### src/hw/rtl/plt_pkg.sv
// Property-list tokenizer package: token kinds, lexer modes, byte codes,
// and the result item struct. No dependencies.
package plt_pkg;

  typedef enum logic [1:0] {
    MODE_IDLE    = 2'd0,
    MODE_PLAIN   = 2'd1,
    MODE_QUOTED  = 2'd2,
    MODE_ESCAPED = 2'd3
  } mode_t;

  typedef logic [3:0] kind_t;

  localparam kind_t KIND_CHAR   = 4'd0;
  localparam kind_t KIND_END    = 4'd1;
  localparam kind_t KIND_COMMA  = 4'd2;
  localparam kind_t KIND_COLON  = 4'd3;
  localparam kind_t KIND_SEMI   = 4'd4;
  localparam kind_t KIND_LPAREN = 4'd5;
  localparam kind_t KIND_RPAREN = 4'd6;
  localparam kind_t KIND_LBRACE = 4'd7;
  localparam kind_t KIND_RBRACE = 4'd8;

  localparam logic [7:0] CH_SPACE  = 8'h20;
  localparam logic [7:0] CH_TAB    = 8'h09;
  localparam logic [7:0] CH_CR     = 8'h0D;
  localparam logic [7:0] CH_LF     = 8'h0A;
  localparam logic [7:0] CH_COMMA  = 8'h2C;
  localparam logic [7:0] CH_COLON  = 8'h3A;
  localparam logic [7:0] CH_SEMI   = 8'h3B;
  localparam logic [7:0] CH_LPAREN = 8'h28;
  localparam logic [7:0] CH_RPAREN = 8'h29;
  localparam logic [7:0] CH_LBRACE = 8'h7B;
  localparam logic [7:0] CH_RBRACE = 8'h7D;
  localparam logic [7:0] CH_DQUOTE = 8'h22;
  localparam logic [7:0] CH_SQUOTE = 8'h27;
  localparam logic [7:0] CH_BSLASH = 8'h5C;

  typedef struct packed {
    kind_t      token_kind;
    logic [7:0] char_value;
    logic       was_quoted;
    logic       run_last;
  } result_t;

  function automatic result_t make_result(kind_t kind, logic [7:0] chr, logic quoted);
    result_t r;
    r.token_kind = kind;
    r.char_value = (kind == KIND_CHAR) ? chr : 8'd0;
    r.was_quoted = quoted;
    r.run_last   = 1'b0;
    return r;
  endfunction

  function automatic kind_t punct_kind(logic [7:0] b);
    kind_t k;
    unique case (b)
      CH_COMMA:  k = KIND_COMMA;
      CH_COLON:  k = KIND_COLON;
      CH_SEMI:   k = KIND_SEMI;
      CH_LPAREN: k = KIND_LPAREN;
      CH_RPAREN: k = KIND_RPAREN;
      CH_LBRACE: k = KIND_LBRACE;
      CH_RBRACE: k = KIND_RBRACE;
      default:   k = KIND_CHAR;
    endcase
    return k;
  endfunction

endpackage

### src/hw/rtl/plt_if.sv
// Valid/ready channel interfaces for the tokenizer's byte input and token output.
// Depends on nothing.
interface plt_in_if;
  logic       valid;
  logic       ready;
  logic [7:0] text_byte;
  logic       final_byte;

  modport source (output valid, text_byte, final_byte, input ready);
  modport sink   (input valid, text_byte, final_byte, output ready);
endinterface

interface plt_out_if;
  logic       valid;
  logic       ready;
  logic [3:0] token_kind;
  logic [7:0] char_value;
  logic       was_quoted;
  logic       run_last;

  modport source (output valid, token_kind, char_value, was_quoted, run_last, input ready);
  modport sink   (input valid, token_kind, char_value, was_quoted, run_last, output ready);
endinterface

### src/hw/rtl/plt_lex.sv
// Tokenizer step: lexer mode state and the per-byte decode into up to two
// result items. Depends on plt_pkg.
module plt_lex (
  input  logic             clk,
  input  logic             rst_n,
  input  logic             step,
  input  logic [7:0]       text_byte,
  input  logic             final_byte,
  output plt_pkg::result_t res0,
  output plt_pkg::result_t res1,
  output logic [1:0]       res_cnt,
  output plt_pkg::mode_t   mode
);

  plt_pkg::mode_t mode_r, mode_nxt;
  logic           single_r, single_nxt;

  logic             blank, quote, is_punct;
  plt_pkg::kind_t   pk;
  logic [7:0]       close_q;
  logic             idle_emit;
  plt_pkg::result_t idle_res;
  plt_pkg::mode_t   idle_mode;

  assign mode = mode_r;

  always_comb begin
    blank    = (text_byte == plt_pkg::CH_SPACE) || (text_byte == plt_pkg::CH_TAB) ||
               (text_byte == plt_pkg::CH_CR) || (text_byte == plt_pkg::CH_LF);
    quote    = (text_byte == plt_pkg::CH_DQUOTE) || (text_byte == plt_pkg::CH_SQUOTE);
    pk       = plt_pkg::punct_kind(text_byte);
    is_punct = (pk != plt_pkg::KIND_CHAR);
    close_q  = single_r ? plt_pkg::CH_SQUOTE : plt_pkg::CH_DQUOTE;
  end

  // handling of a byte when no string is open
  always_comb begin
    idle_emit = 1'b0;
    idle_res  = plt_pkg::make_result(plt_pkg::KIND_CHAR, text_byte, 1'b0);
    idle_mode = plt_pkg::MODE_IDLE;
    priority if (blank) begin
      idle_emit = 1'b0;
    end else if (is_punct) begin
      idle_emit = 1'b1;
      idle_res  = plt_pkg::make_result(pk, 8'd0, 1'b0);
    end else if (quote) begin
      idle_mode = plt_pkg::MODE_QUOTED;
    end else begin
      idle_emit = 1'b1;
      idle_mode = plt_pkg::MODE_PLAIN;
    end
  end

  always_comb begin
    res0       = plt_pkg::make_result(plt_pkg::KIND_CHAR, 8'd0, 1'b0);
    res1       = res0;
    res_cnt    = 2'd0;
    mode_nxt   = mode_r;
    single_nxt = single_r;

    unique case (mode_r)
      plt_pkg::MODE_IDLE: begin
        if (idle_emit) begin
          res0    = idle_res;
          res_cnt = 2'd1;
        end
        mode_nxt = idle_mode;
        if (quote) single_nxt = (text_byte == plt_pkg::CH_SQUOTE);
      end
      plt_pkg::MODE_PLAIN: begin
        if (blank || is_punct || quote) begin
          res0    = plt_pkg::make_result(plt_pkg::KIND_END, 8'd0, 1'b0);
          res_cnt = 2'd1;
          if (idle_emit) begin
            res1    = idle_res;
            res_cnt = 2'd2;
          end
          mode_nxt = idle_mode;
          if (quote) single_nxt = (text_byte == plt_pkg::CH_SQUOTE);
        end else begin
          res0    = plt_pkg::make_result(plt_pkg::KIND_CHAR, text_byte, 1'b0);
          res_cnt = 2'd1;
        end
      end
      plt_pkg::MODE_QUOTED: begin
        if (text_byte == close_q) begin
          res0       = plt_pkg::make_result(plt_pkg::KIND_END, 8'd0, 1'b1);
          res_cnt    = 2'd1;
          mode_nxt   = plt_pkg::MODE_IDLE;
          single_nxt = 1'b0;
        end else if (text_byte == plt_pkg::CH_BSLASH) begin
          mode_nxt = plt_pkg::MODE_ESCAPED;
        end else begin
          res0    = plt_pkg::make_result(plt_pkg::KIND_CHAR, text_byte, 1'b1);
          res_cnt = 2'd1;
        end
      end
      plt_pkg::MODE_ESCAPED: begin
        res0     = plt_pkg::make_result(plt_pkg::KIND_CHAR, text_byte, 1'b1);
        res_cnt  = 2'd1;
        mode_nxt = plt_pkg::MODE_QUOTED;
      end
      default: mode_nxt = plt_pkg::MODE_IDLE;
    endcase

    // last byte closes any open string
    if (final_byte) begin
      if (mode_nxt != plt_pkg::MODE_IDLE) begin
        if (res_cnt == 2'd0) begin
          res0 = plt_pkg::make_result(plt_pkg::KIND_END, 8'd0,
                                      mode_nxt != plt_pkg::MODE_PLAIN);
        end else begin
          res1 = plt_pkg::make_result(plt_pkg::KIND_END, 8'd0,
                                      mode_nxt != plt_pkg::MODE_PLAIN);
        end
        res_cnt = res_cnt + 2'd1;
      end
      mode_nxt   = plt_pkg::MODE_IDLE;
      single_nxt = 1'b0;
    end

    if (res_cnt == 2'd1) res0.run_last = 1'b1;
    if (res_cnt == 2'd2) res1.run_last = 1'b1;
  end

  always_ff @(posedge clk) begin
    if (!rst_n) begin
      mode_r   <= plt_pkg::MODE_IDLE;
      single_r <= 1'b0;
    end else if (step) begin
      mode_r   <= mode_nxt;
      single_r <= single_nxt;
    end
  end

endmodule

### src/hw/rtl/property_list_tokenizer_core.sv
// Property-list tokenizer top level: input byte register, lexer step, and a
// four-entry result queue. Depends on plt_pkg, plt_if and plt_lex.
// Each byte is registered, then its results are written into the result queue.
// Throughput: one byte per cycle while two queue entries are free; a byte yields
// 0 to 2 results; the output drains one per cycle and so paces two-result bytes.
// Reset (synchronous, active low) returns the lexer to idle and empties the queue.
module property_list_tokenizer_core (
  input logic        clk,
  input logic        rst_n,
  plt_in_if.sink     in_ch,
  plt_out_if.source  out_ch
);

  localparam int QDEPTH = 4;

  logic             stage_v_r;
  logic [7:0]       stage_byte_r;
  logic             stage_fin_r;
  logic             stage_go;

  plt_pkg::result_t res0, res1;
  logic [1:0]       res_cnt;
  plt_pkg::mode_t   lex_mode;

  plt_pkg::result_t q_r [QDEPTH];
  logic [1:0]       wr_ptr_r, rd_ptr_r;
  logic [2:0]       cnt_r, cnt_nxt;
  logic             pop;
  logic [2:0]       push_n;

  assign stage_go    = stage_v_r && (cnt_r <= 3'd2);
  assign in_ch.ready = !stage_v_r || stage_go;

  always_ff @(posedge clk) begin
    if (!rst_n) begin
      stage_v_r <= 1'b0;
    end else if (in_ch.ready) begin
      stage_v_r <= in_ch.valid;
    end
  end

  always_ff @(posedge clk) begin
    if (in_ch.ready && in_ch.valid) begin
      stage_byte_r <= in_ch.text_byte;
      stage_fin_r  <= in_ch.final_byte;
    end
  end

  plt_lex u_lex (
    .clk        (clk),
    .rst_n      (rst_n),
    .step       (stage_go),
    .text_byte  (stage_byte_r),
    .final_byte (stage_fin_r),
    .res0       (res0),
    .res1       (res1),
    .res_cnt    (res_cnt),
    .mode       (lex_mode)
  );

  assign pop     = out_ch.valid && out_ch.ready;
  assign push_n  = stage_go ? {1'b0, res_cnt} : 3'd0;
  assign cnt_nxt = cnt_r + push_n - {2'b00, pop};

  always_ff @(posedge clk) begin
    if (!rst_n) begin
      wr_ptr_r <= '0;
      rd_ptr_r <= '0;
      cnt_r    <= '0;
    end else begin
      wr_ptr_r <= wr_ptr_r + push_n[1:0];
      rd_ptr_r <= rd_ptr_r + {1'b0, pop};
      cnt_r    <= cnt_nxt;
    end
  end

  always_ff @(posedge clk) begin
    if (push_n != 3'd0) q_r[wr_ptr_r] <= res0;
    if (push_n == 3'd2) q_r[wr_ptr_r + 2'd1] <= res1;
  end

  assign out_ch.valid      = (cnt_r != 3'd0);
  assign out_ch.token_kind = q_r[rd_ptr_r].token_kind;
  assign out_ch.char_value = q_r[rd_ptr_r].char_value;
  assign out_ch.was_quoted = q_r[rd_ptr_r].was_quoted;
  assign out_ch.run_last   = q_r[rd_ptr_r].run_last;

  a_queue_bound: assert property (@(posedge clk) disable iff (!rst_n)
    cnt_r <= 3'(QDEPTH))
    else $error("result queue count out of range");

  a_no_overflow: assert property (@(posedge clk) disable iff (!rst_n)
    stage_go |-> (cnt_r + push_n) <= 3'(QDEPTH))
    else $error("result queue overflow on push");

  a_final_idle: assert property (@(posedge clk) disable iff (!rst_n)
    (stage_go && stage_fin_r) |=> lex_mode == plt_pkg::MODE_IDLE)
    else $error("lexer not idle after last byte");

endmodule

### src/flat_wrapper.sv
// flat-port wrapper written by rule: the top's interface ports become plain ports
module property_list_tokenizer_core_flat 
  (clk, rst_n, in_ch_valid, in_ch_text_byte, in_ch_final_byte, in_ch_ready, out_ch_valid, out_ch_token_kind, out_ch_char_value, out_ch_was_quoted, out_ch_run_last, out_ch_ready);
  plt_in_if in_ch_i ();
  plt_out_if out_ch_i ();
  input logic clk;
  input logic rst_n;
  input wire logic [$bits(in_ch_i.valid)-1:0] in_ch_valid;
  input wire logic [$bits(in_ch_i.text_byte)-1:0] in_ch_text_byte;
  input wire logic [$bits(in_ch_i.final_byte)-1:0] in_ch_final_byte;
  output wire logic [$bits(in_ch_i.ready)-1:0] in_ch_ready;
  output wire logic [$bits(out_ch_i.valid)-1:0] out_ch_valid;
  output wire logic [$bits(out_ch_i.token_kind)-1:0] out_ch_token_kind;
  output wire logic [$bits(out_ch_i.char_value)-1:0] out_ch_char_value;
  output wire logic [$bits(out_ch_i.was_quoted)-1:0] out_ch_was_quoted;
  output wire logic [$bits(out_ch_i.run_last)-1:0] out_ch_run_last;
  input wire logic [$bits(out_ch_i.ready)-1:0] out_ch_ready;
  assign in_ch_i.valid = in_ch_valid;
  assign in_ch_i.text_byte = in_ch_text_byte;
  assign in_ch_i.final_byte = in_ch_final_byte;
  assign in_ch_ready = in_ch_i.ready;
  assign out_ch_valid = out_ch_i.valid;
  assign out_ch_token_kind = out_ch_i.token_kind;
  assign out_ch_char_value = out_ch_i.char_value;
  assign out_ch_was_quoted = out_ch_i.was_quoted;
  assign out_ch_run_last = out_ch_i.run_last;
  assign out_ch_i.ready = out_ch_ready;
  property_list_tokenizer_core u_core (.clk(clk), .rst_n(rst_n), .in_ch(in_ch_i), .out_ch(out_ch_i));
endmodule
### config.mk
export PLATFORM = sky130hd
export DESIGN_NAME = property_list_tokenizer_core_flat
export DESIGN_NICKNAME = d
export VERILOG_FILES = /design/src/hw/rtl/plt_pkg.sv /design/src/hw/rtl/plt_if.sv /design/src/hw/rtl/plt_lex.sv /design/src/hw/rtl/property_list_tokenizer_core.sv /design/src/flat_wrapper.sv
export SDC_FILE = /design/constraint.sdc
export NUM_CORES = 1
export LEC_CHECK = 0
export ABC_AREA = 1
export BUFFER_PORTS_ARGS = -buffer_cell sky130_fd_sc_hd__buf_2
export CAP_MARGIN = 20
export CORE_MARGIN = 2
export CORE_UTILIZATION = 35
export CTS_CLUSTER_SIZE = 8
export DETAILED_ROUTE_END_ITERATION = 10
export RECOVER_POWER = 100
export SLEW_MARGIN = 20
export SYNTH_ARGS = -nofsm -noshare
export SYNTH_HDL_FRONTEND = slang
export SYNTH_SLANG_ARGS = --single-unit
### constraint.sdc
create_clock -name clk -period 4.1 [get_ports clk]
set_clock_uncertainty 0.15 [all_clocks]
set_input_delay 0.615 -clock clk [delete_from_list [all_inputs] [get_ports clk]]
set_output_delay 0.615 -clock clk [all_outputs]
set_load 0.03 [all_outputs]
Word level (Yosys, flattened, before mapping). Memory sizes are Yosys's and may differ from the RTL's. A register that Yosys moved wholly into a read port is not among the register bits. Cells that the tools add are included.

Flip-flop bits (word level): 20. Bits in latches: 0. Memory bits (writable): 56. ROM bits: 0. Bits of input ports: 13. Output and inout port bits: 16. Logic and storage cells: 108. Memories kept: 1.

Memories: u_core.q_r (depth 4, bits a word 14, rd ports 1, clocked after Yosys merged registers in 1, wr ports 2, RTL line property_list_tokenizer_core.sv:25) `plt_pkg::result_t q_r [QDEPTH];`.

Add/sub/neg operators: 6. $mul: 0. Div/mod/pow operators: 0. Magnitude comparators: 1. Equality and inequality tests: 24. Shift-type cells: 0. Multiplexer cells: 49. Bitwise operators: 0. Reduce and logical (&&, ||, !) cells: 19.

Operators by type and width (number): 14-bit two-way mux (11); 8-bit by 6-bit == test with 1-bit output (second input constant) (8); 14-bit one-hot mux with 4 select lines (1); 4-bit one-hot mux with 7 select lines (1); 2-bit two-way mux (13); 8-bit by 4-bit == test with 1-bit output (second input constant) (3); 8-bit by 7-bit == test with 1-bit output (second input constant) (3); 11-bit two-way mux (2); 1-bit two-way mux (16); 2-bit one-hot mux with 4 select lines (2); 10-bit two-way mux (1); 8-bit by 6-bit == test with 1-bit output (1); 4-bit nonzero test (2); 1-bit logical OR (7); 2-bit == test (second input constant) (3); 3-bit by 2-bit inequality test with 1-bit output (second input constant) (2); 3-bit nonzero test (2); 2-bit by 1-bit adder with 2-bit output (second input constant) (2); 2-bit by 1-bit == test with 1-bit output (second input constant) (2); 2-bit zero test (2); 4-bit AND reduction (1); 3-bit adder (1); 3-bit by 2-bit == test with 1-bit output (second input constant) (1); 3-bit by 2-bit <= comparator with 1-bit output (second input constant) (1); other kinds (9) (11).

Depth between registers and ports, before layout. Gate-level depths: netlist of the first run.

Depth after elaboration: 15. Gate-level depth with buffers: 18. Depth with buffers taken out: 18.

Cells and area by module. From an unflattened synthesis of the first run, not the netlist that was laid out.

Cells, all modules: 590. Area, all modules: 5034.8 um2.

By module, submodules not included: property_list_tokenizer_core (instances 1, cells each 424, area each 4070.2 um2, sequential area each 2112.0 um2); plt_lex (instances 1, cells each 166, area each 964.7 um2, sequential area each 60.1 um2).

Worst setup path before layout of the first run. No wires, ideal clock.

Path kind: flip-flop to flip-flop. Start point: reg u_core.stage_byte_r[5]. End point: reg u_core.cnt_r[2]. Setup time: 120 ps. Data arrival time: 2974 ps. Required time: 3830 ps. Setup slack: 856 ps. Cell stages (with the launch flop): 17. Buffers on the path: 0. Clock period less this slack: 3244 ps. Cell sequence: edfxtp_1 > nand2_1 > nor2_1 > nand2_1 > nand3_2 > o21ai_4 > nand3_2 > ha_1 > nand3_2 > nand2_2 > nand2_2 > ha_1 > inv_1 > fa_1 > xor2_1 > o21ai_0 > a21oi_1.

Word-level cells in the longest chain between the ends: 14. Elaborated cells between the ends (all ways): 46.

Ends and longest elaborated chain: from (decl) (RTL line property_list_tokenizer_core.sv:17) `logic [7:0] stage_byte_r;`; from (signal assigned) (RTL line property_list_tokenizer_core.sv:44) `stage_byte_r <= in_ch.text_byte;`; 8-bit by 7-bit == test with 1-bit output (tied with other cells) (RTL line plt_pkg.sv:57) `unique case (b)`; 4-bit one-hot mux with 7 select lines (tied with other cells) (RTL line plt_pkg.sv:57); 4-bit nonzero test (tied with other cells) (RTL line plt_lex.sv:32) `is_punct = (pk != plt_pkg::KIND_CHAR);`; 1-bit two-way mux or 1-bit logical OR (tied branches) (RTL line plt_lex.sv:43, plt_lex.sv:29); 1-bit two-way mux or 1-bit logical OR (tied branches) (RTL line plt_lex.sv:41, plt_lex.sv:71); 2-bit two-way mux or 1-bit logical OR (tied branches) (RTL line plt_lex.sv:74, plt_lex.sv:71); 2-bit two-way mux (RTL line plt_lex.sv:71) `if (blank || is_punct || quote) begin`; 2-bit one-hot mux with 4 select lines (RTL line plt_lex.sv:61) `unique case (mode_r)`; 2-bit by 1-bit adder with 2-bit output or 2-bit nonzero test (tied branches) (RTL line plt_lex.sv:116, plt_lex.sv:108); 2-bit two-way mux (RTL line plt_lex.sv:108) `if (mode_nxt != plt_pkg::MODE_IDLE) begin`; 2-bit two-way mux * (RTL line plt_lex.sv:107) `if (final_byte) begin`; 2-bit two-way mux * (RTL line property_list_tokenizer_core.sv:62) `assign push_n = stage_go ? {1'b0, res_cnt} : 3'd0;`; 3-bit adder * (RTL line property_list_tokenizer_core.sv:63) `assign cnt_nxt = cnt_r + push_n - {2'b00, pop};`; 3-bit by 1-bit subtractor with 3-bit output * (RTL line property_list_tokenizer_core.sv:63); to (signal assigned) (RTL line property_list_tokenizer_core.sv:73) `cnt_r <= cnt_nxt;`; to (decl) (RTL line property_list_tokenizer_core.sv:27) `logic [2:0] cnt_r, cnt_nxt;`.

Every way passes the cells marked *; elsewhere a longest branch is shown, timed or not. A chain may end at the register's enable or synchronous reset.

==> impl_results.md, run 1 <==
* Detailed placer's ending HPWL at 6.81 mm
* Combinational power share at 0.318
* Type of origin of the critical path: flip-flop
* Num CTS Buffers at 9
* Clk slew on worst S/H paths at 60 ps
* Run status: complete, no violations
* Yosys warning total at 0
* Least-Margin Pin Slew at 858 ps
* Die ar. at 0.0131 mm2
* CTS Root Cell: clkbuf_16
* Total Routing Usage GR at 0.160
* Global-route wire length before repair at 16.2 mm
* RR Startpoint: u_core.stage_byte_r[1]
* Synth cell types at 35
* H-tree depth at 3
* Placement Setup Slack at 605 ps
* Register area at 0.00217 mm2
* RePlAce Congestion at 0.905
* Worst Hold Depth at 1
* Maxcap violations at 0
* TNS Setup at 0 ps
* Sw Pwr at 936 uW
* Clock network fraction of total power at 0.290
* R2R cell count at 12
* Final WS setup at 506 ps
* Largest net degree at the start of global routing at 31
* Die Width at 114 um
* Seq pwr share at 0.393
* Clock latency on the worst-skew pair at 330 ps
* Worst vdd ir at 0.000239 V
* Total Nets Final at 544
* Initial antenna violation count at 0
* Min cycle time layout at 3590 ps
* CP Max Fanout at 14
* Final setup vio count at 0
* Vias at 3341
* Site Rows at 40
* Synth area leaders: edfxtp_1, nand2_1, inv_1
* Critical path class: flip-flop to flip-flop
* RR Endpoint: u_core.q_r[0][12]
* Total Wirelength at 9.81 mm
* Placed instance count at 660
* Final core utilization at 0.393
* Pwr dens at 527 mW/mm2
* Period utilisation layout at 0.876
* PostCTS Resize Cnt at 0
* Multi-input gate area at 0.00162 mm2
* GRT Residual Overflow at 0
* Worst R2R Setup Slack at 510 ps
* CTS max path bufs at 2
* Crit path to: u_core.q_r[0][12]
* Inserted Diodes at 0
* Post-synthesis cell area at 0.00426 mm2
* IO buf count at 28
* Count of final hold-check violations at 0
* Synthesized net count at 514
* # clock sinks at 76
* CP max stage delay at 610 ps
* Starting Density at 0.356
* Worst slew margin at 0.428
* Die height at 114 um
* Max Slew Vio Count at 0
* First-pass DRT Iterations at 4
* # hold bufs at CTS at 0
* RSZ-0062 raised after global routing: false
* #FFs+latches synth at 76
* I/O pins at 29
* Post-synth top area cell: edfxtp_1
* Layout cells sized above 1 at 0.113
* Power Internal at 1540 uW
* Remaining DRCs at 0
* CORE AREA at 0.0120 mm2
* Fin cells at 676
* Hold Path Class: input port to flip-flop
* Syn-to-layout area delta at 10.5%
* Sw Share at 0.378
* Average size of a mapped cell at 8.61 um2
* Cells along the critical path: nand2_1, nor2_1, nand2_1, o21ai_0, o21ai_0, nand3_2, ha_1, nand3_2, nand2_2, nand4_1, nand2_1, buf_4
* FMAX at 278 MHz
* Iter 0 DRT Violations at 247
* Required @ worst endpoint at 3970 ps
* Antenna Nets Post-Route at 0
* Cell mode on critical path: nand2_1
* Post-detailed-route wirelength per cell at 14.5 um
* CP startpoint: u_core.stage_byte_r[1]
* Via/cell ratio at 4.94
* Slowest-stage cell, CP: nand4_1
* Post-synthesis sequential area ratio at 0.510
* Post-CTS Setup Bufs at 0
* Vias in the first global route at 3278
* CP arrival at 3460 ps
* CTS tree: done
* Post-Synthesis Cells at 494
* Fillers at 1231
* Share of the synthesized area in the top cell type at 0.459
* Leakage at 0.00216 uW
* Endpoint class of the critical path: flip-flop
==> critical path, delay by kind of cell (launching register included) <==
kind / cells / cell delay (ps)
AOI/OAI and AO/OA: 2 / 420
adders and majority gates: 1 / 320
buffers and inverters: 1 / 280
DFF: 1 / 470
and+or+nand+nor: 8 / 1620
==> power groups by stage <==
stage / clock network (uW) / registers, uW / logic [uW]
after global routing: 766 / 981 / 882
after CTS: 731 / 974 / 832
after global placement: 0 / 986 / 815
after floorplan: 0 / 980 / 613
final: 718 / 973 / 787
after detailed placement: 0 / 990 / 830
==> registers in the layout (all words and copies together) (netlist names) <==
register               count
u_core.stage_fin_r         1
u_core.cnt_r               3
u_core.rd_ptr_r            2
u_core.u_lex.mode          2
u_core.wr_ptr_r            2
u_core.stage_v_r           1
u_core.q_r                56
u_core.u_lex.single_r      1
u_core.stage_byte_r        8
==> per-stage QoR <==
step / hold slack, ps / total power, uW / instance area [um2]
final: 307 / 2480 / 4700
after global routing: 294 / 2630 / 4700
after CTS: 299 / 2540 / 4790
after detailed placement: 312 / 1820 / 4520
after global placement: 310 / 1800 / 4520
after floorplan: 293 / 1590 / 4260
==> cell usage after synthesis <==
library cell	number
nand3_1	16
a21boi_0	2
nand4_4	4
edfxtp_1	65
nor3_1	1
nor2_2	4
nand4_1	23
buf_6	6
buf_2	2
o21ai_2	2
nor2_4	1
nand2_1	120
xnor2_1	2
o21ai_1	1
fa_1	1
xor2_1	1
clkinv_1	1
nor4_1	2
a21oi_1	8
clkbuf_1	7
nand4_2	1
nand3_2	7
ha_1	6
a22oi_1	1
o22ai_1	15
nand2_4	1
nand2_2	8
o21ai_0	32
inv_2	7
dfxtp_1	11
o211ai_1	1
o21ai_4	1
o2111ai_1	1
inv_1	70
nor2_1	63
==> routing by layer <==
layer	track usage	part of all wire	vias to the layer above	routed length, um
met5	0	0	-	0
met3	0.0492	0.064	8	626
met4	0.0407	0.0072	0	71
li1	-	-	1700	-
met2	0.273	0.47	96	4640
met1	0.197	0.46	1537	4470
==> layout make-up <==
type                       count  area share
tap                          147      0.0391
clock inverter                 6     0.00825
clock buffer                  10      0.0487
multi-input combinational    325       0.345
inverter                      78      0.0623
timing repair buffer          34      0.0341
sequential                    76       0.462
==> kinds of logic (layout without fill, tap and decap cells) <==
group / after synthesis / count (layout) / synth area share
simple gates: 251 / 251 / 0.281
buf+inv: 93 / 128 / 0.0932
flops: 76 / 76 / 0.510
compound gates: 64 / 64 / 0.0873
fa+ha+maj: 7 / 7 / 0.0223
xor+xnor: 3 / 3 / 0.00618
==> cells in the final DEF (no fill, tap or decap), types with 2 or more instances in the layout <==
cell type,netlist,layout
nand2_1,120,122
nand3_1,16,16
inv_2,7,7
inv_1,70,70
ha_1,6,6
a21boi_0,2,2
a21oi_1,8,8
nor2_2,4,2
nand4_1,23,26
xnor2_1,2,2
clkbuf_1,7,17
o21ai_0,32,35
buf_2,2,13
clkbuf_16,0,9
clkinv_2,0,3
nor4_1,2,2
nor2_1,63,65
edfxtp_1,65,65
clkinvlp_4,0,2
nand2_2,8,6
o22ai_1,15,15
nand3_2,7,7
buf_4,0,4
dfxtp_1,11,11
==> worst min path at each step <==
stage,startpoint,to,slack (ps)
2_1_floorplan,u_core.cnt_r[2],u_core.cnt_r[2],290
3_3_place_gp,u_core.cnt_r[2],u_core.cnt_r[2],310
3_5_place_dp,u_core.cnt_r[2],u_core.cnt_r[2],310
4_1_cts,in_ch_text_byte[0],u_core.stage_byte_r[0],300
5_1_grt,in_ch_text_byte[6],u_core.stage_byte_r[6],290
6_report,in_ch_text_byte[2],u_core.stage_byte_r[2],310
Note: power is estimated with default switching activity, not from simulation.
==> run 2, diff against run 1 <==
Settings changed: CORE_ASPECT_RATIO set to 1.4.
==> impl_results.md, run 2 (synthesis results as in run 1) <==
* Initial antenna violation count at 0 (unchanged)
* Via/cell ratio at 4.90 (-0.81%)
* CTS max path bufs at 2 (unchanged)
* Finished Cell Area at 0.00472 mm2 (+0.40%)
* Total Routing Usage GR at 0.156 (-0.00349)
* Detailed placer's ending HPWL at 6.91 mm (+1.5%)
* Fillers at 1182 (-4.0%)
* Total Wirelength at 9.69 mm (-1.2%)
* Placed instance count at 660 (unchanged)
* Required @ worst endpoint at 3970 ps (about the same)
* Most frequent cells in the layout: nand2_1, inv_1, nor2_1
* Clock latency on the worst-skew pair at 330 ps (about the same)
* Largest regs: u_core.q_r (56), u_core.stage_byte_r (8), u_core.cnt_r (3)
* GRT Residual Overflow at 0 (unchanged)
* Least-Margin Pin Slew at 858 ps (+0.873 ps)
* Max Slew Vio Count at 0 (unchanged)
* Die ar. at 0.0131 mm2 (about the same)
* First-pass DRT Iterations at 5 (+1)
* Critical path class: flip-flop to flip-flop
* Layout cells sized above 1 at 0.108 (-0.00547)
* Remaining DRCs at 0 (unchanged)
* Global-route wire length before repair at 16.0 mm (-1.2%)
* Pwr dens at 536 mW/mm2 (+1.7%)
* Most flops, register: u_core.q_r
* Multi-input gate area at 0.00163 mm2 (+0.15%)
* RePlAce Congestion at 0.818 (-9.6%)
* Hold Path Class: input port to flip-flop
* Largest net degree at the start of global routing at 31 (unchanged)
* Clock network fraction of total power at 0.304 (+0.014)
* Die Width at 97.2 um (-15%)
* Starting Density at 0.360 (+0.00426)
* Count of final hold-check violations at 0 (unchanged)
* Die height at 134 um (+18%)
* # clock sinks at 76 (unchanged)
* Period utilisation layout at 0.896 (+0.0195)
* Site Rows at 47 (+18%)
* H-tree depth at 3 (unchanged)
* CTS tree: done
* Sw Pwr at 927 uW (-0.89%)
* Iter 0 DRT Violations at 172 (-30%)
* CORE AREA at 0.0118 mm2 (-1.2%)
* Total Nets Final at 544 (unchanged)
* TNS Setup at 0 ps (unchanged)
* RSZ-0062 raised after global routing: false
* Antenna Nets Post-Route at 0 (unchanged)
* Vias at 3309 (-0.96%)
* Post-detailed-route wirelength per cell at 14.4 um (-1.1%)
* # hold bufs at CTS at 0 (unchanged)
* CP Max Fanout at 14 (unchanged)
* Worst vdd ir at 0.000306 V (+28%)
* Inserted Diodes at 0 (unchanged)
* Fin cells at 675 (-0.15%)
* Maxcap violations at 0 (unchanged)
* PostCTS Resize Cnt at 0 (unchanged)
* Type of origin of the critical path: flip-flop
* Vias in the first global route at 3226 (-1.6%)
* FMAX at 272 MHz (-2.2%)
* Max reg flops at 56 (unchanged)
* Commonest non-fill, non-tap cell in the layout: nand2_1
* Dpl cell area at 0.00452 mm2 (unchanged)
* CTS Root Cell: clkbuf_16
* Post-CTS Setup Bufs at 0 (unchanged)
* Min cycle time layout at 3670 ps (+80.1 ps)
* Worst slew margin at 0.426 (-0.00270)
* Clk slew on worst S/H paths at 60 ps (about the same)
* Run status: complete, no violations
* I/O pins at 29 (unchanged)
* Final setup vio count at 0 (unchanged)
* CP arrival at 3540 ps (+80 ps)
* Leakage at 0.00215 uW (-0.19%)
* Syn-to-layout area delta at 10.9%
* Endpoint class of the critical path: flip-flop
* Num CTS Buffers at 9 (unchanged)
* IO buf count at 28 (unchanged)
* Sw Share at 0.367 (-0.0109)
* Power Internal at 1600 uW (+3.9%)
* Seq pwr share at 0.385 (-0.008)
* Register area at 0.00217 mm2 (unchanged)
* Combinational power share at 0.311 (-0.007)
## run 2: final timing paths
| check | start | endpoint | slack, ps | depth (start not counted) |
|---|---|---|---|---|
| max | u_core.stage_byte_r[3] | u_core.q_r[0][4] | 430 | 12 |
| max reg2reg | u_core.stage_byte_r[3] | u_core.q_r[0][4] | 430 | 12 |
| min reg2reg | u_core.u_lex.single_r | u_core.u_lex.single_r | 320 | 2 |
| min | in_ch_text_byte[1] | u_core.stage_byte_r[1] | 300 | 1 |
## run 2: power groups by stage
stage	clock network, uW	logic [uW]	registers [uW]
floorplan	0	613	980
detailed placement	0	831	990
CTS	782	834	975
global route	817	883	983
global placement	0	814	988
finish	768	786	975
## run 2: layer usage
metal  global-route usage  wire (um)  vias to the layer above  share of wire
li1                     -          -                     1710              -
met1                0.174       3990                     1531           0.41
met2                0.294       5230                       60           0.54
met3               0.0311        348                        8          0.036
met4               0.0563        121                        0          0.012
met5                    0          0                        -              0
## run 2: final cells by class
type,instances,area share
flip-flops and latches,76,0.460
multi-input cells,325,0.345
inverters,78,0.0620
clock buffers,11,0.0493
well taps,147,0.0390
repair buffers,34,0.0339
clock inverters,4,0.0109
## run 2: through the flow
stage | utilization | total power, uW | setup WS (ps) | hold WS (ps)
6_report | 0.399 | 2530 | 426 | 303
5_1_grt | 0.399 | 2680 | 174 | 287
4_1_cts | 0.406 | 2590 | 559 | 292
3_5_place_dp | 0.382 | 1820 | 611 | 317
3_3_place_gp | 0.382 | 1800 | 683 | 311
2_1_floorplan | - | 1590 | 856 | 293
## run 2: critical path, cell delays in order (launching register included)
cell and delay, ps:
edfxtp_1 480, nand2_1 160, nor2_1 90, nand2_1 90, nand3_1 140, o21ai_4 240, nand3_1 180, ha_1 330
nand3_1 130, nand2_2 190, nand4_1 630, nand2_1 250, buf_4 280
==> run 3, diff against run 2 <==
Settings changed: SYNTH_HIERARCHICAL set to 1.
==> impl_results.md, run 3 <==
* Run status: complete, no violations
* Syn-to-layout area delta at 8.35%
* Site Rows at 51 (+8.5%)
* CTS Root Cell: clkbuf_16
* Total Nets Final at 628 (+15%)
* Post-synth top cells: nand2_1, nand3_1, edfxtp_1, nor2_1, inv_1
* Fin cells at 797 (+18%)
* Largest net degree at the start of global routing at 57 (+84%)
* Hold Path Class: input port to flip-flop
* Post-synth top area cell: edfxtp_1
* CTS max path bufs at 2 (unchanged)
* Die height at 146 um (+8.5%)
* RR Startpoint: u_core/stage_byte_r[4]
* Max reg flops at 56 (unchanged)
* Post-detailed-route wirelength per cell at 14.9 um (+3.9%)
* Vias at 4011 (+21%)
* Fillers at 1413 (+20%)
* Worst Hold Depth at 1 (unchanged)
* Global-route wire length before repair at 18.9 mm (+19%)
* I/O pins at 29 (unchanged)
* Total Wirelength at 11.9 mm (+23%)
* Post-Synthesis Cells at 590 (+19%)
* Most frequent cells in the layout: nand2_1, nand3_1, edfxtp_1
* Inserted Diodes at 0 (unchanged)
* Critical path class: flip-flop to flip-flop
* Metal3 WL at 596 um (+71%)
* Finished Cell Area at 0.00546 mm2 (+16%)
* Least-Margin Pin Slew at 1210 ps (+348 ps)
* Async S/R FF share, synth at 0 (unchanged)
* Worst R2R Setup Slack at 480 ps (+60 ps)
* Die ar. at 0.0154 mm2 (+18%)
* CORE AREA at 0.0140 mm2 (+18%)
* Post-synthesis cell area at 0.00503 mm2 (+18%)
* Commonest non-fill, non-tap cell in the layout: nand2_1
* Clk slew on worst S/H paths at 50 ps (about the same)
* TNS Setup at 0 ps (unchanged)
* Detailed placer's ending HPWL at 8.35 mm (+21%)
* # clock sinks at 76 (unchanged)
* Count of final hold-check violations at 0 (unchanged)
* Remaining DRCs at 0 (unchanged)
* Metal2 WL at 6.25 mm (+20%)
* Worst slew margin at 0.196 (-0.230)
* Dpl cell area at 0.00523 mm2 (+16%)
* R2R cell count at 24 (+12)
* Total Routing Usage GR at 0.157 (+0.000457)
* GRT Residual Overflow at 0 (unchanged)
* RePlAce Congestion at 0.869 (+6.2%)
* # hold bufs at CTS at 0 (unchanged)
* Layout cells sized above 1 at 0.147 (+0.0391)
* Share of the synthesized area in the top cell type at 0.388 (-0.0710)
* Register area at 0.00217 mm2 (unchanged)
* Largest regs: u_core/q_r (56), u_core/stage_byte_r (8), u_core/cnt_r (3)
* CTS tree: done
* Type of origin of the critical path: flip-flop
* Min cycle time layout at 3620 ps (-55.1 ps)
* Via/cell ratio at 5.03 (+2.7%)
* Pwr dens at 482 mW/mm2 (-10%)
* H-tree depth at 3 (unchanged)
* Hold path startpoint: in_ch_text_byte[1]
* Multi-input gate area at 0.00235 mm2 (+44%)
* Number of flops mapped to enable cells by yosys at 65 (unchanged)
* Maxcap violations at 0 (unchanged)
* Average size of a mapped cell at 8.53 um2 (-0.93%)
* CP startpoint: u_core/stage_byte_r[4]
* Post-synthesis sequential area ratio at 0.431 (-0.0790)
* Required @ worst endpoint at 4180 ps (+210 ps)
* Ys flop type: edfxtp_1
* Final Power at 2630 uW (+4.0%)
* M1 wire length at 4.71 mm (+18%)
* Yosys warning total at 6 (+6)
* Antenna Nets Post-Route at 0 (unchanged)
* Vias in the first global route at 3837 (+19%)
* FMAX at 276 MHz (+1.5%)
* Period utilisation layout at 0.883 (-0.0134)
* Min-Delay Endpoint: u_core/stage_byte_r[1]
* Post-CTS Setup Bufs at 0 (unchanged)
* Initial antenna violation count at 0 (unchanged)
* #FFs+latches synth at 76 (unchanged)
* Starting Density at 0.360 (about the same)
* Synth cell types at 42 (+20%)
* First-pass DRT Iterations at 6 (+1)
* Endpoint class of the critical path: flip-flop
* Placed instance count at 782 (+18%)
* Synth area leaders: edfxtp_1, nand2_1, o21bai_1
* IO buf count at 28 (unchanged)
* Worst vdd ir at 0.000201 V (-34%)
* Clock latency on the worst-skew pair at 340 ps (about the same)
* Most numerous cell in the Yosys netlist: nand2_1
* Leakage at 0.00229 uW (+6.5%)
* Num CTS Buffers at 9 (unchanged)
* Max Slew Vio Count at 0 (unchanged)
* PostCTS Resize Cnt at 0 (unchanged)
* Top Metal Used: met4
* RSZ-0062 raised after global routing: false
* WHS at 299 ps (-3.73 ps)
* Iter 0 DRT Violations at 256 (+49%)
* RR Endpoint: u_core/cnt_r[2]
* Final setup vio count at 0 (unchanged)
* Most flops, register: u_core/q_r
* CP Max Fanout at 7 (-7)
* CP arrival at 3700 ps (+160 ps)
* Die Width at 105 um (+8.4%)
-- run 3: cell types whose count changed in the layout (fill, tap and decap cells not counted), sizes merged, moves of 2 or more --
| cell | delta |
|---|---|
| nand3 | +50 |
| conb | +8 |
| o21bai | +56 |
| clkinv | +2 |
| clkbuf | +2 |
| nor2 | +7 |
| inv | -15 |
| nand4 | -25 |
-- run 3: power by group --
group | internal, uW | leakage [uW] | switching (uW)
clock network | 461 | 0.000130 | 297
logic | 238 | 0.00148 | 662
registers | 930 | 0.000688 | 41.6
-- run 3: critical path, cell delays in order (launching register included) --
cell and delay (ps):
edfxtp_1 450, inv_1 130, nand2_2 100, nor2_8 180
nand2_2 100, nand3_4 120, nor2_2 50, nand2_2 70
nand2_4 50, nand2_1 150, nand2_8 100, nand2_4 70
nand2_1 60, nand2_1 200, inv_1 120, nor2_1 160
inv_1 60, ha_1 260, inv_1 50, ha_1 130
inv_1 50, fa_1 430, xor2_1 170, inv_1 60
nor2_1 30
-- run 3: worst max path at each step --
stage | end | slack, ps | depth (start not counted)
after floorplan | u_core/cnt_r[2] | 960 | 24
after global placement | u_core/cnt_r[2] | 750 | 20
after detailed placement | u_core/cnt_r[2] | 640 | 22
after global routing | u_core/cnt_r[2] | 190 | 24
after CTS | u_core/cnt_r[2] | 640 | 22
final | u_core/cnt_r[2] | 480 | 24
-- run 3: final cells by class --
type	count	area share
Clock buffer	9	0.0413
Inverter	64	0.0445
Timing Repair Buffer	38	0.0333
Clock inverter	6	0.0103
Sequential cell	76	0.398
Multi-Input combinational cell	419	0.430
Tap cell	185	0.0424
-- run 3: kinds of logic after synthesis --
logic type,Yosys count,share of synthesized area
xor gates and xnor gates,4,0.00696
and+or+nand+nor,284,0.277
buffers and inverters,102,0.103
AOI/OAI and AO/OA,116,0.162
DFF,76,0.431
adders and majority gates,7,0.0189
other,1,0.000745
-- run 3: layer usage --
metal / up-vias / track usage
met2: 125 / 0.286
li1: 1998 / -
met4: 0 / 0.0713
met3: 25 / 0.0305
met1: 1863 / 0.173
met5: - / 0
-- run 3: stage by stage --
step | utilization | worst slack [ps]
finish | 0.390 | 481
global route | 0.390 | 193
CTS | 0.395 | 636
detailed placement | 0.375 | 644
global placement | 0.375 | 748
floorplan | - | 957
